`config.mk`:
```
export PLATFORM = sky130hd
export DESIGN_NAME = substring_occurrence_finder_flat
export DESIGN_NICKNAME = d
export VERILOG_FILES = /design/src/rtl/sof_pkg.sv /design/src/rtl/sof_if.sv /design/src/rtl/sof_cell.sv /design/src/rtl/sof_tracker.sv /design/src/rtl/substring_occurrence_finder.sv /design/src/flat_wrapper.sv
export SDC_FILE = /design/constraint.sdc
export NUM_CORES = 1
export LEC_CHECK = 0
export BUFFER_PORTS_ARGS = -buffer_cell sky130_fd_sc_hd__buf_2
export CAP_MARGIN = 10
export CORE_MARGIN = 2
export CORE_UTILIZATION = 35
export CTS_BUF_LIST = sky130_fd_sc_hd__clkbuf_16
export DETAILED_ROUTE_END_ITERATION = 7
export GPL_TIMING_DRIVEN = 0
export PLACE_DENSITY = 0.58
export SYNTH_ARGS = -nofsm -noshare
export SYNTH_HDL_FRONTEND = slang
export SYNTH_SLANG_ARGS = --single-unit
export TNS_END_PERCENT = 5
```
`constraint.sdc`:
```
create_clock -name clk -period 12.11 [get_ports clk]
set_input_delay 1.211 -clock clk [delete_from_list [all_inputs] [get_ports clk]]
set_output_delay 1.211 -clock clk [all_outputs]
set_load 0.02 [all_outputs]
```
`src/rtl/sof_pkg.sv`:
```
// ----------------------------------------------------------------------------
// sof_pkg
// shared widths, register indexes and types of the substring occurrence
// finder
// ----------------------------------------------------------------------------
package sof_pkg;

    localparam int BYTE_W      = 8;
    localparam int LEN_W       = 5;
    localparam int PAT_BYTES   = 16;
    localparam int PAT_SEL_W   = 4;
    localparam int CFG_DATA_W  = 64;
    localparam int CFG_INDEX_W = 2;
    localparam int OUT_POS_W   = 32;
    localparam int TALLY_W     = 16;

    localparam logic [TALLY_W-1:0] TALLY_MAX = '1;

    // configuration register indexes
    localparam logic [CFG_INDEX_W-1:0] CFG_PATTERN_LENGTH = 2'd0;
    localparam logic [CFG_INDEX_W-1:0] CFG_PATTERN_LOW    = 2'd1;
    localparam logic [CFG_INDEX_W-1:0] CFG_PATTERN_HIGH   = 2'd2;

    typedef logic [PAT_BYTES-1:0][BYTE_W-1:0] pattern_t;

    // window compare status handed from the cell row to the tracker
    typedef struct packed {
        logic             window_ok;
        logic [LEN_W-1:0] len;
    } sof_cmp_t;

endpackage

```
`src/rtl/sof_if.sv`:
```
// ----------------------------------------------------------------------------
// sof_if
// valid/ready channels of the finder: text bytes in, match results out
// ----------------------------------------------------------------------------
interface sof_text_if;
    logic                       valid;
    logic                       ready;
    logic [sof_pkg::BYTE_W-1:0] text_byte;
    logic                       end_of_text;

    modport source (output valid, output text_byte, output end_of_text, input ready);
    modport sink (input valid, input text_byte, input end_of_text, output ready);
endinterface

interface sof_result_if;
    logic                          valid;
    logic                          ready;
    logic                          match_found;
    logic [sof_pkg::OUT_POS_W-1:0] match_start;
    logic [sof_pkg::OUT_POS_W-1:0] match_end;
    logic [sof_pkg::TALLY_W-1:0]   occurrence_total;
    logic                          text_done;

    modport source (
        output valid, output match_found, output match_start, output match_end,
        output occurrence_total, output text_done, input ready
    );
    modport sink (
        input valid, input match_found, input match_start, input match_end,
        input occurrence_total, input text_done, output ready
    );
endinterface

```
`src/rtl/sof_cell.sv`:
```
// ----------------------------------------------------------------------------
// sof_cell
// one window cell: compares the byte it sees against its pattern byte and
// holds that byte for the next cell
// ----------------------------------------------------------------------------
module sof_cell #(
    parameter int CELL_INDEX = 0
) (
    input  logic                         clk,
    input  logic                         advance,
    input  logic [sof_pkg::BYTE_W-1:0]   byte_in,
    input  sof_pkg::pattern_t            pattern,
    input  logic [sof_pkg::LEN_W-1:0]    len,
    output logic [sof_pkg::BYTE_W-1:0]   byte_out,
    output logic                         ok
);

    localparam logic [sof_pkg::LEN_W-1:0] IDX = sof_pkg::LEN_W'(CELL_INDEX);

    logic [sof_pkg::BYTE_W-1:0] byte_reg;
    logic [sof_pkg::LEN_W-1:0]  sel;
    logic                       active;

    // cell k lines up with pattern byte len-1-k
    assign active = (len > IDX);
    assign sel    = len - IDX - sof_pkg::LEN_W'(1);
    assign ok     = !active || (byte_in == pattern[sel[sof_pkg::PAT_SEL_W-1:0]]);

    always_ff @(posedge clk)
    begin
        if (advance)
        begin
            byte_reg <= byte_in;
        end
    end

    assign byte_out = byte_reg;

endmodule

```
`src/rtl/sof_tracker.sv`:
```
// ----------------------------------------------------------------------------
// sof_tracker
// byte position, overlap guard and match tally; builds each result and holds
// it in the output register
// ----------------------------------------------------------------------------
module sof_tracker #(
    parameter int POSITION_BITS = 32
) (
    input  logic                 clk,
    input  logic                 rst_n,
    input  logic                 accept,
    input  logic                 end_of_text,
    input  sof_pkg::sof_cmp_t    cmp,
    output logic                 in_ready,
    sof_result_if.source         result
);

    localparam logic [POSITION_BITS-1:0] POS_MAX = '1;

    logic [POSITION_BITS-1:0]      pos_reg, pos_next;
    logic [sof_pkg::LEN_W-1:0]     guard_reg, guard_next;
    logic [sof_pkg::TALLY_W-1:0]   tally_reg, tally_next, tally_inc;
    logic                          valid_reg, valid_next;
    logic                          found_reg;
    logic [sof_pkg::OUT_POS_W-1:0] start_reg, end_reg;
    logic [sof_pkg::TALLY_W-1:0]   total_reg;
    logic                          done_reg;

    logic [sof_pkg::LEN_W-1:0]     len_m1;
    logic [POSITION_BITS-1:0]      start_pos;
    logic [sof_pkg::OUT_POS_W-1:0] start_out, end_out;
    logic                          hit;
    logic                          emit;

    assign len_m1    = cmp.len - sof_pkg::LEN_W'(1);
    assign hit       = (guard_reg == '0) && (cmp.len != '0)
                     && (pos_reg >= POSITION_BITS'(len_m1)) && cmp.window_ok;
    assign start_pos = pos_reg - POSITION_BITS'(len_m1);
    assign tally_inc = (hit && tally_reg != sof_pkg::TALLY_MAX)
                     ? tally_reg + sof_pkg::TALLY_W'(1) : tally_reg;
    assign emit      = hit || end_of_text;

    generate
        if (POSITION_BITS >= sof_pkg::OUT_POS_W)
        begin : g_pos_trunc
            assign start_out = start_pos[sof_pkg::OUT_POS_W-1:0];
            assign end_out   = pos_reg[sof_pkg::OUT_POS_W-1:0];
        end
        else
        begin : g_pos_ext
            assign start_out = {{(sof_pkg::OUT_POS_W-POSITION_BITS){1'b0}}, start_pos};
            assign end_out   = {{(sof_pkg::OUT_POS_W-POSITION_BITS){1'b0}}, pos_reg};
        end
    endgenerate

    // a new byte enters whenever the output register is free or being drained
    assign in_ready = !valid_reg || result.ready;

    always_comb
    begin
        pos_next   = pos_reg;
        guard_next = guard_reg;
        tally_next = tally_reg;
        valid_next = valid_reg && !result.ready;
        if (accept)
        begin
            valid_next = emit;
            if (end_of_text)
            begin
                pos_next   = '0;
                guard_next = '0;
                tally_next = '0;
            end
            else
            begin
                pos_next   = (pos_reg != POS_MAX) ? pos_reg + POSITION_BITS'(1) : pos_reg;
                tally_next = tally_inc;
                if (hit)
                begin
                    guard_next = len_m1;
                end
                else if (guard_reg != '0)
                begin
                    guard_next = guard_reg - sof_pkg::LEN_W'(1);
                end
            end
        end
    end

    always_ff @(posedge clk or negedge rst_n)
    begin
        if (!rst_n)
        begin
            pos_reg   <= '0;
            guard_reg <= '0;
            tally_reg <= '0;
            valid_reg <= 1'b0;
        end
        else
        begin
            pos_reg   <= pos_next;
            guard_reg <= guard_next;
            tally_reg <= tally_next;
            valid_reg <= valid_next;
        end
    end

    always_ff @(posedge clk)
    begin
        if (accept && emit)
        begin
            found_reg <= hit;
            start_reg <= hit ? start_out : '0;
            end_reg   <= hit ? end_out : '0;
            total_reg <= tally_inc;
            done_reg  <= end_of_text;
        end
    end

    assign result.valid            = valid_reg;
    assign result.match_found      = found_reg;
    assign result.match_start      = start_reg;
    assign result.match_end        = end_reg;
    assign result.occurrence_total = total_reg;
    assign result.text_done        = done_reg;

    a_guard_blocks_hit: assert property (@(posedge clk) disable iff (!rst_n)
        (guard_reg != '0) |-> !hit)
        else $error("match reported inside overlap guard");

    a_hit_sets_guard: assert property (@(posedge clk) disable iff (!rst_n)
        (accept && hit && !end_of_text) |=> (guard_reg == $past(len_m1)))
        else $error("guard not loaded after match");

    a_end_clears: assert property (@(posedge clk) disable iff (!rst_n)
        (accept && end_of_text) |=> (pos_reg == '0 && tally_reg == '0 && guard_reg == '0))
        else $error("text state not cleared after last byte");

    a_tally_monotonic: assert property (@(posedge clk) disable iff (!rst_n)
        (accept && !end_of_text) |=> (tally_reg >= $past(tally_reg)))
        else $error("tally went down within a text");

    a_stall_only_when_full: assert property (@(posedge clk) disable iff (!rst_n)
        !in_ready |-> valid_reg)
        else $error("input stalled with empty output register");

endmodule

```
`src/rtl/substring_occurrence_finder.sv`:
```
// ----------------------------------------------------------------------------
// substring_occurrence_finder
// streaming search for leftmost non-overlapping occurrences of a configured
// pattern in a byte text
// ----------------------------------------------------------------------------
// Takes one text byte per clock cycle, sustained, and a byte's result (when
// it has one) is valid on the result channel the cycle after the byte is
// taken. A row of PATTERN_MAX cells holds the last bytes of the text and
// compares the whole window against the pattern in the same cycle the new
// byte arrives; the tracker then updates position, overlap guard and tally.
// The result sits in a single output register, and the text channel stalls
// only while that register is full and the result channel is not taking it.
// Configuration writes take effect on the next byte; write them between
// texts.
// ----------------------------------------------------------------------------
module substring_occurrence_finder #(
    parameter int PATTERN_MAX   = 16,
    parameter int POSITION_BITS = 32
) (
    input  logic                              clk,
    input  logic                              rst_n,
    input  logic                              cfg_we,
    input  logic [sof_pkg::CFG_INDEX_W-1:0]   cfg_index,
    input  logic [sof_pkg::CFG_DATA_W-1:0]    cfg_data,
    sof_text_if.sink                          text,
    sof_result_if.source                      result
);

    logic [sof_pkg::LEN_W-1:0]      pattern_length_reg;
    logic [sof_pkg::CFG_DATA_W-1:0] pattern_low_reg;
    logic [sof_pkg::CFG_DATA_W-1:0] pattern_high_reg;

    sof_pkg::pattern_t               pattern;
    logic [sof_pkg::LEN_W-1:0]       len_eff;
    logic [PATTERN_MAX:0][sof_pkg::BYTE_W-1:0] byte_chain;
    logic [PATTERN_MAX-1:0]          cell_ok;
    logic                            accept;
    logic                            in_ready;
    sof_pkg::sof_cmp_t               cmp;

    always_ff @(posedge clk or negedge rst_n)
    begin
        if (!rst_n)
        begin
            pattern_length_reg <= '0;
            pattern_low_reg    <= '0;
            pattern_high_reg   <= '0;
        end
        else if (cfg_we)
        begin
            case (cfg_index)
                sof_pkg::CFG_PATTERN_LENGTH:
                    pattern_length_reg <= cfg_data[sof_pkg::LEN_W-1:0];
                sof_pkg::CFG_PATTERN_LOW:
                    pattern_low_reg <= cfg_data;
                sof_pkg::CFG_PATTERN_HIGH:
                    pattern_high_reg <= cfg_data;
                default:
                    ;
            endcase
        end
    end

    assign pattern = {pattern_high_reg, pattern_low_reg};

    // lengths beyond the window are used as the full window
    assign len_eff = (pattern_length_reg > sof_pkg::LEN_W'(PATTERN_MAX))
                   ? sof_pkg::LEN_W'(PATTERN_MAX) : pattern_length_reg;

    assign accept     = text.valid && in_ready;
    assign text.ready = in_ready;

    assign byte_chain[0] = text.text_byte;

    generate
        for (genvar k = 0; k < PATTERN_MAX; k++)
        begin : g_cell
            sof_cell #(
                .CELL_INDEX (k)
            ) u_cell (
                .clk      (clk),
                .advance  (accept),
                .byte_in  (byte_chain[k]),
                .pattern  (pattern),
                .len      (len_eff),
                .byte_out (byte_chain[k+1]),
                .ok       (cell_ok[k])
            );
        end
    endgenerate

    assign cmp.window_ok = &cell_ok;
    assign cmp.len       = len_eff;

    sof_tracker #(
        .POSITION_BITS (POSITION_BITS)
    ) u_tracker (
        .clk         (clk),
        .rst_n       (rst_n),
        .accept      (accept),
        .end_of_text (text.end_of_text),
        .cmp         (cmp),
        .in_ready    (in_ready),
        .result      (result)
    );

endmodule

```
`src/flat_wrapper.sv`:
```
// flat-port wrapper written by rule: the top's interface ports become plain ports
module substring_occurrence_finder_flat 
#(
    parameter int PATTERN_MAX   = 16,
    parameter int POSITION_BITS = 32
)
  (clk, rst_n, cfg_we, cfg_index, cfg_data, text_valid, text_text_byte, text_end_of_text, text_ready, result_valid, result_match_found, result_match_start, result_match_end, result_occurrence_total, result_text_done, result_ready);
  sof_text_if text_i ();
  sof_result_if result_i ();
  input  logic clk;
  input  logic rst_n;
  input  logic cfg_we;
  input  logic [sof_pkg::CFG_INDEX_W-1:0] cfg_index;
  input  logic [sof_pkg::CFG_DATA_W-1:0] cfg_data;
  input wire logic [$bits(text_i.valid)-1:0] text_valid;
  input wire logic [$bits(text_i.text_byte)-1:0] text_text_byte;
  input wire logic [$bits(text_i.end_of_text)-1:0] text_end_of_text;
  output wire logic [$bits(text_i.ready)-1:0] text_ready;
  output wire logic [$bits(result_i.valid)-1:0] result_valid;
  output wire logic [$bits(result_i.match_found)-1:0] result_match_found;
  output wire logic [$bits(result_i.match_start)-1:0] result_match_start;
  output wire logic [$bits(result_i.match_end)-1:0] result_match_end;
  output wire logic [$bits(result_i.occurrence_total)-1:0] result_occurrence_total;
  output wire logic [$bits(result_i.text_done)-1:0] result_text_done;
  input wire logic [$bits(result_i.ready)-1:0] result_ready;
  assign text_i.valid = text_valid;
  assign text_i.text_byte = text_text_byte;
  assign text_i.end_of_text = text_end_of_text;
  assign text_ready = text_i.ready;
  assign result_valid = result_i.valid;
  assign result_match_found = result_i.match_found;
  assign result_match_start = result_i.match_start;
  assign result_match_end = result_i.match_end;
  assign result_occurrence_total = result_i.occurrence_total;
  assign result_text_done = result_i.text_done;
  assign result_i.ready = result_ready;
  substring_occurrence_finder #(.PATTERN_MAX(PATTERN_MAX), .POSITION_BITS(POSITION_BITS)) u_core (.clk(clk), .rst_n(rst_n), .cfg_we(cfg_we), .cfg_index(cfg_index), .cfg_data(cfg_data), .text(text_i), .result(result_i));
endmodule
```
**Word-level counts from Yosys, hierarchy flattened**

Cells that the tools add are included.

- Register bits: 389
- Bits of input ports: 80
- Output and inout bits: 84
- Logic and storage cells: 211

- Add/subtract/negate cells: 34
- Order comparisons: 34
- Equality and inequality tests: 20
- Multiplexer cells: 41
- Reductions and logical operators: 55

Operator list:

| cell | number |
|---|---|
| $bmux W8 S4 | 16 |
| $eq A8 B8 Y1 | 16 |
| $mux W8 | 16 |
| $lt A4 B5 Y1 const B | 16 |
| $mux W32 | 2 |
| $sub A4 B1 Y4 const B | 15 |
| $gt A5 B4 Y1 const B | 8 |
| $add A32 B1 Y32 const B | 1 |
| $ge A32 B5 Y1 | 1 |
| $mux W16 | 2 |
| $ne A32 B32 Y1 const B | 1 |
| $sub A32 B5 Y32 | 1 |
| $sub A4 B4 Y4 const B | 8 |
| $gt A5 B3 Y1 const B | 4 |
| $mux W5 | 4 |
| $logic_not A1 Y1 | 18 |
| $logic_or A1 B1 Y1 | 18 |
| $add A16 B1 Y16 const B | 1 |
| $ne A16 B16 Y1 const B | 1 |
| $reduce_and A16 Y1 | 1 |
| $sub A4 B3 Y4 const B | 4 |
| $gt A5 B1 Y1 const B | 2 |
| $gt A5 B2 Y1 const B | 2 |
| $reduce_and A2 Y1 | 5 |
| 12 further kinds | 21 |

**Logic depth before layout (Yosys ltp)**

- Depth after elaboration: 13
- Gate-level depth with buffers: 25
- Depth with buffers taken out: 17

**Cells and area by module**

From an unflattened synthesis, not the netlist that was laid out.

- Cells, all modules: 2,650
- Area total of the unflattened synthesis: 36,566.3 um2

Modules (own cells, without submodules):

| module | instances | cells an instance | area an instance (um2) | sequential area each (um2) |
|---|---|---|---|---|
| sof_tracker | 1 | 683 | 7,203.2 | 3,813.7 |
| substring_occurrence_finder | 1 | 294 | 5,520.3 | 3,328.2 |
| sof_cell at u_core.g_cell[11].u_cell | 1 | 140 | 1,724.2 | 240.2 |
| sof_cell at u_core.g_cell[3].u_cell | 1 | 140 | 1,641.6 | 240.2 |
| sof_cell at u_core.g_cell[15].u_cell | 1 | 141 | 1,591.5 | 240.2 |
| sof_cell at u_core.g_cell[9].u_cell | 1 | 94 | 1,536.5 | 240.2 |
| sof_cell at u_core.g_cell[7].u_cell | 1 | 108 | 1,522.7 | 240.2 |
| sof_cell at u_core.g_cell[1].u_cell | 1 | 92 | 1,505.2 | 240.2 |
| sof_cell at u_core.g_cell[5].u_cell | 1 | 91 | 1,500.2 | 240.2 |
| sof_cell at u_core.g_cell[13].u_cell | 1 | 94 | 1,453.9 | 240.2 |
| sof_cell at u_core.g_cell[4].u_cell | 1 | 101 | 1,443.9 | 240.2 |
| sof_cell at u_core.g_cell[12].u_cell | 1 | 100 | 1,437.6 | 240.2 |
| sof_cell at u_core.g_cell[6].u_cell | 1 | 92 | 1,426.4 | 240.2 |
| sof_cell at u_core.g_cell[0].u_cell | 1 | 90 | 1,421.4 | 240.2 |
| +4 rows | - | - | - | - |

**Worst setup path after synthesis**

No wires, ideal clock.

- Path kind: register to register
- From: register u_core.pattern_length_reg[4] (netlist name)
- To: register u_core.u_tracker.end_reg, in the netlist u_core.u_tracker.result.match_end[0] (enable)
- Setup time: 0.523 ns
- Data arrival time: 8.315 ns
- Data required time: 11.587 ns
- Setup slack: 3.272 ns
- Stages on the path, launching flop included: 23
- Path buffers: 7
- Clock period less this slack: 8.838 ns
- Path through: dfrtp_1 > buf_2 > nand2b_1 > buf_2 > inv_2 > clkbuf_1 > clkbuf_1 > ha_1 > buf_2 > or3b_1 > o211ai_1 > nor2_4 > mux4_2 > a22o_1 > xnor2_1 > or4_1 > a2111oi_2 > o211ai_4 > clkinv_2 > buf_4 > buf_4 > nor2_1 > nor2_1

- Cells in the longest elaborated chain, start to end: 12
- Elaborated cells on any way between the ends: 136
- Classes of those cells: 30 x add/sub; 18 x order compare; 16 x eq/ne; 33 x mux; 39 x reduce/logical

Ends and longest elaborated chain:

| element | RTL line | text |
|---|---|---|
| from (decl) | substring_occurrence_finder.sv:29 | `logic [sof_pkg::LEN_W-1:0] pattern_length_reg;` |
| from (signal assigned) | substring_occurrence_finder.sv:53 | `pattern_length_reg <= cfg_data[sof_pkg::LEN_W-1:0];` |
| $gt A5 B5 Y1 | substring_occurrence_finder.sv:67 | `assign len_eff = (pattern_length_reg > sof_pkg::LEN_W'(PATTERN_MAX))` |
| $mux W5 (*) | substring_occurrence_finder.sv:68 | `? sof_pkg::LEN_W'(PATTERN_MAX) : pattern_length_reg;` |
| $sub A5 B1 Y5 (tied with other cells) | sof_tracker.sv:35 | `assign len_m1 = cmp.len - sof_pkg::LEN_W'(1);` |
| $sub A4 B1 Y4 | sof_cell.sv:26 | `assign sel = len - IDX - sof_pkg::LEN_W'(1);` |
| $bmux W8 S4 | sof_cell.sv:27 | `assign ok = !active \|\| (byte_in == pattern[sel[sof_pkg::PAT_SEL_W-1:0]]);` |
| $mux W8 (implied by the code) | sof_cell.sv:27 |  |
| $eq A8 B8 Y1 | sof_cell.sv:27 |  |
| $logic_or A1 B1 Y1 | sof_cell.sv:27 |  |
| $reduce_and A16 Y1 | substring_occurrence_finder.sv:92 | `assign cmp.window_ok = &cell_ok;` |
| $logic_and A1 B1 Y1 (*) | sof_tracker.sv:37 | `&& (pos_reg >= POSITION_BITS'(len_m1)) && cmp.window_ok;` |
| named net u_core.u_tracker.hit | sof_tracker.sv:32 | `logic hit;` |
| $logic_or A1 B1 Y1 (*) | sof_tracker.sv:41 | `assign emit = hit \|\| end_of_text;` |
| $logic_and A1 B1 Y1 (*) | sof_tracker.sv:110 | `if (accept && emit)` |
| to (signal assigned) | sof_tracker.sv:114 | `end_reg <= hit ? end_out : '0;` |
| to (decl) | sof_tracker.sv:25 | `logic [sof_pkg::OUT_POS_W-1:0] start_reg, end_reg;` |

The timed path passes the listed nets; every way through them passes the cells marked *. The select of a mux whose other input is x is not followed.
A chain may end at the register's enable or synchronous reset.

**Worst setup path in the final report**

- From: register u_core.pattern_length_reg[4] (netlist name)
- To: register u_core.u_tracker.end_reg, in the netlist u_core.u_tracker.result.match_end[3] (enable)

The elaborated chain is that of the path after synthesis.

==> results by stage <==
Clock tree:
- Counting the buffers created by CTS gives 45.
- Clock tree synthesis selected as its root buffer the cell clkbuf_16.
- The count of buffers added by post-CTS timing repair for setup is 0.
- The H-tree was split into 2 levels.
- Clock-pin slew was measured on the worst setup and hold paths at 0.06 ns.
- The number of clock sinks seen by CTS is 389.
- After clock tree synthesis, the repair step resized 0 gates.
- The number of buffers on the longest clock path is 3.
- The TritonCTS clock tree is yes.
- Hold repair after CTS inserted 0 buffers.
- The clock latency on the worst-skew pair is 0.62 ns.

Worst setup path:
- The kind of start point of the critical path is a flip-flop.
- Traced cell by cell, the critical path runs through buf_2, nand2b_1, buf_2, inv_2, clkbuf_1, clkbuf_1, ha_1, clkbuf_1, nor2_1, buf_2, a21boi_0, xor2_1, o211ai_1, nand4_1, a211oi_1, a41oi_1, nor3_1, o211ai_4, clkinv_2, buf_4, buf_4, nor2_1, nor2_4, buf_12.
- The kind of cell with the highest combined delay along the critical path is buffers and inverters.
- The arrival time at the worst endpoint is 10.80 ns.
- The kind of end point of the critical path is a flip-flop.
- Data on the critical path is required at its endpoint by 12.40 ns.
- The largest single stage delay on the critical path is 1.08 ns.
- The largest individual stage delay along the critical path comes from the cell a211oi_1.
- The start-to-end type of the worst setup path is flip-flop to flip-flop.
- The count of buffering cells on the critical path with inverters included is 11.
- The maximum net fanout on the critical path is 36.

STA:
- The achievable frequency is 95.2 MHz.
- The final worst clock skew is 0.0260 ns.
- Setup repair after global routing left no endpoint under its margin.
- The number of hold violations in the final report is 0.
- The number of max-slew violations in the final report came to 0.
- The relative slew slack is 6.21%.
- The final critical path takes up 86.7% of the cycle.
- The routed design could run at a clock period as short as 10.51 ns.
- The setup violation total in the final timing report is 0.
- The worst-margin pin slew is 1.40 ns.

Detailed routing:
- Using the TritonRoute via totals, the vias-per-cell ratio works out to 6.50.
- The final route contains 24.2k vias.
- The wire length per cell is 41.5 um.
- The number of DRC markers in iteration 0 is 3129.
- The detail route stage leaves a number of antenna-violating nets equal to 0.
- For this run, design rule violations remaining after detail routing come to 0.
- Before antenna repair, the detailed router went through 6 iterations.
- The total wirelength of the detailed-routed design is 155000 um.

Finish:
- The sequential cell area is 0.0107 mm^2.
- After routing the design area is 0.0306 mm^2.
- The library cell used most frequently in the layout, excluding fill and tap cells, is buf_2.
- The top cell types in the final layout, fill and taps aside, are 223 x buf_2, 220 x mux2i_1, 202 x edfxtp_1, 187 x dfrtp_1, 180 x mux2_2.
- After filler insertion, the fill cell instance count of the layout stands at 7366.
- The final layout contains 2801 nets.
- Once layout is complete, the utilization of the core stands at 40.3%.
- The area growth from synthesis to final layout is 14.2%.
- Summing all multi-input logic gate instances after layout gives 0.0149 mm^2.
- The final standard cell count with taps included and fillers excluded is 3726.
- The share of cells above drive strength 1 is 23.5%.
- The flip-flop count of the largest register, all copies and words added is 120.

Floorplanning:
- In this run the count of I/O pins placed on the die edge is 164.
- The placeable core region is 0.0758 mm^2.
- The number of cell rows is 101.
- In this run the horizontal extent of the chip is 281 um.
- The starting density of the core is 35.3%.
- The floorplan die area is 0.0787 mm^2.
- The floorplan die height is 281 um.

Run status:
- The run finished with clean final reports.

Power:
- IR analysis of the VDD net gives a maximum drop of 0.119 mV.
- In this run the power density over the cells is 217 mW/mm^2.
- Summed over all cells, the static leakage comes to 12.2 nW.
- Total power for the finished layout comes to 0.00663 W.

Global routing:
- The pin count of the biggest net entering global routing is 120.
- The total grt overflow is 0.
- The via count of the first global-routing pass is 23.2k.
- The first global-routing pass estimated 206000 um of wire.
- The aggregate global-route resource usage is 38.9%.
- The number of antenna violations at the first check in global routing is 12.

Placement:
- Summing all placed instances gives a cell area of 0.0291 mm^2.
- The half-perimeter wire length after placement is 122000 um.
- Port buffering added 163 buffers.
- The final estimated routing congestion in global placement is 1.07.
- The number of cells after detailed placement is 3638.

Yosys:
- The average footprint of a synthesized cell is 10.8 um^2.
- The post-synthesis instance area is 0.0268 mm^2.
- The cell count after synthesis is 2481.
- The fraction of synthesis flops using an asynchronous set or reset pin is 48.1%.
- The flip-flop and latch count after synthesis is 389.
- The count of flip-flops with a built-in enable after synthesis is 202.
- The number of distinct standard cells referenced by the synthesized netlist is 100.
- Sequential elements use 40.2% of the synthesized area.
- During synthesis, Yosys emitted a total of 0 warnings.
- The dominant synthesized flop cell is edfxtp_1.
- The number of nets handed over by synthesis was 2574.

Min path:
- The path class of the lowest-slack min-delay path is flip-flop to flip-flop.

Job:
- The tool flagged a number of max-cap violations equal to 0.
-- metal layers --
metal / up-vias / wire (um) / GRT usage, %
li1: 9884 / - / -
met1: 12400 / 62100 / 50.6
met2: 1512 / 66000 / 58.2
met3: 394 / 14300 / 8.81
met4: 6 / 12200 / 25.3
met5: - / 39 / 0
-- kinds of logic (layout without fill, tap and decap cells) --
group	after synthesis	count (layout)	share of synthesized area (%)
multiplexers	476	476	22.1
AND/OR/NAND/NOR	685	685	13.3
other	0	4	0
adder cells (fa/ha/maj)	14	14	0.673
AO/OA/AOI/OAI	469	469	12.5
XOR/XNOR	213	213	7.10
flip-flops	389	389	40.2
buffers and inverters	235	498	4.17
-- final timing paths --
check | slack, ns | cells after the start | start | to
worst max-delay path | 1.60 | 24 | u_core.pattern_length_reg[4] | u_core.u_tracker.result.match_end[3]
worst min-delay path | 0.47 | 0 | u_core.g_cell[0].u_cell.byte_out[2] | u_core.g_cell[1].u_cell.byte_out[2]
worst max register to register | 1.60 | 24 | u_core.pattern_length_reg[4] | u_core.u_tracker.result.match_end[3]
worst min register to register | 0.47 | 0 | u_core.g_cell[0].u_cell.byte_out[2] | u_core.g_cell[1].u_cell.byte_out[2]
max in group asynchronous | 10.41 | 2 | rst_n | u_core.u_tracker.tally_reg[7]
min in group asynchronous | 0.55 | 1 | rst_n | u_core.pattern_high_reg[18]
-- synthesized netlist by cell type, drive strengths merged (6+ instances only) --
| library cell | instances | area [um^2] |
|---|---|---|
| and3b | 15 | 131 |
| a211oi | 22 | 170 |
| nor4 | 18 | 113 |
| a221oi | 12 | 105 |
| nand4 | 23 | 144 |
| and4 | 8 | 70.1 |
| nor2b | 23 | 144 |
| o31ai | 8 | 60.1 |
| mux2i | 223 | 2250 |
| a221o | 16 | 160 |
| nor3b | 15 | 113 |
| or3 | 28 | 175 |
| nand3b | 19 | 143 |
| a21oi | 69 | 345 |
| ha | 12 | 150 |
| o21a | 8 | 60.1 |
| a21o | 6 | 45.0 |
| inv | 38 | 145 |
| o211ai | 30 | 239 |
| edfxtp | 202 | 6070 |
| or3b | 6 | 52.6 |
| nor2 | 166 | 631 |
| o21ai | 81 | 405 |
| a21boi | 6 | 45.0 |
| xnor2 | 128 | 1150 |
| nand2 | 132 | 495 |
| clkbuf | 91 | 342 |
| nand2b | 14 | 87.6 |
| or2 | 6 | 37.5 |
| a2111oi | 8 | 82.6 |
| mux4 | 73 | 1640 |
| xor2 | 85 | 744 |
| mux2 | 180 | 2030 |
| a2bb2oi | 12 | 105 |
| o221ai | 17 | 161 |
| a31oi | 30 | 188 |
| nand3 | 80 | 410 |
| o22ai | 48 | 307 |
| buf | 102 | 612 |
| a22oi | 23 | 173 |
| and2 | 40 | 250 |
| and3 | 24 | 150 |
| nor3 | 50 | 250 |
| dfrtp | 187 | 4680 |
-- layout make-up --
class / instances / area share, %
Timing Repair Buffer: 180 / 3.46
Sequential cell: 389 / 35.2
Clock buffer: 46 / 3.77
Antenna cell: 4 / 0.0328
Buffer: 193 / 3.13
Tap cell: 978 / 4.01
Inverter: 42 / 0.528
Multi-Input combinational cell: 1857 / 48.9
Clock inverter: 37 / 0.975
-- report_power, final --
part	leakage (nW)	internal [W]	switching, W
Combinational	7.13	0.00115	0.00224
Sequential	4.28	0.00154	0.000345
Clock	0.750	0.000760	0.000592
-- metrics by stage --
step | TNS (ns) | setup WS, ns | hold slack, ns
after global routing | 0 | 2.00 | 0.480
after floorplan | 0 | 3.27 | 0.424
after CTS | 0 | 2.21 | 0.470
final | 0 | 1.60 | 0.470
after detailed placement | 0 | 2.24 | 0.457
after global placement | -173.29 | -2.12 | 0.453
No activity file was read; power rests on OpenSTA's default activity.
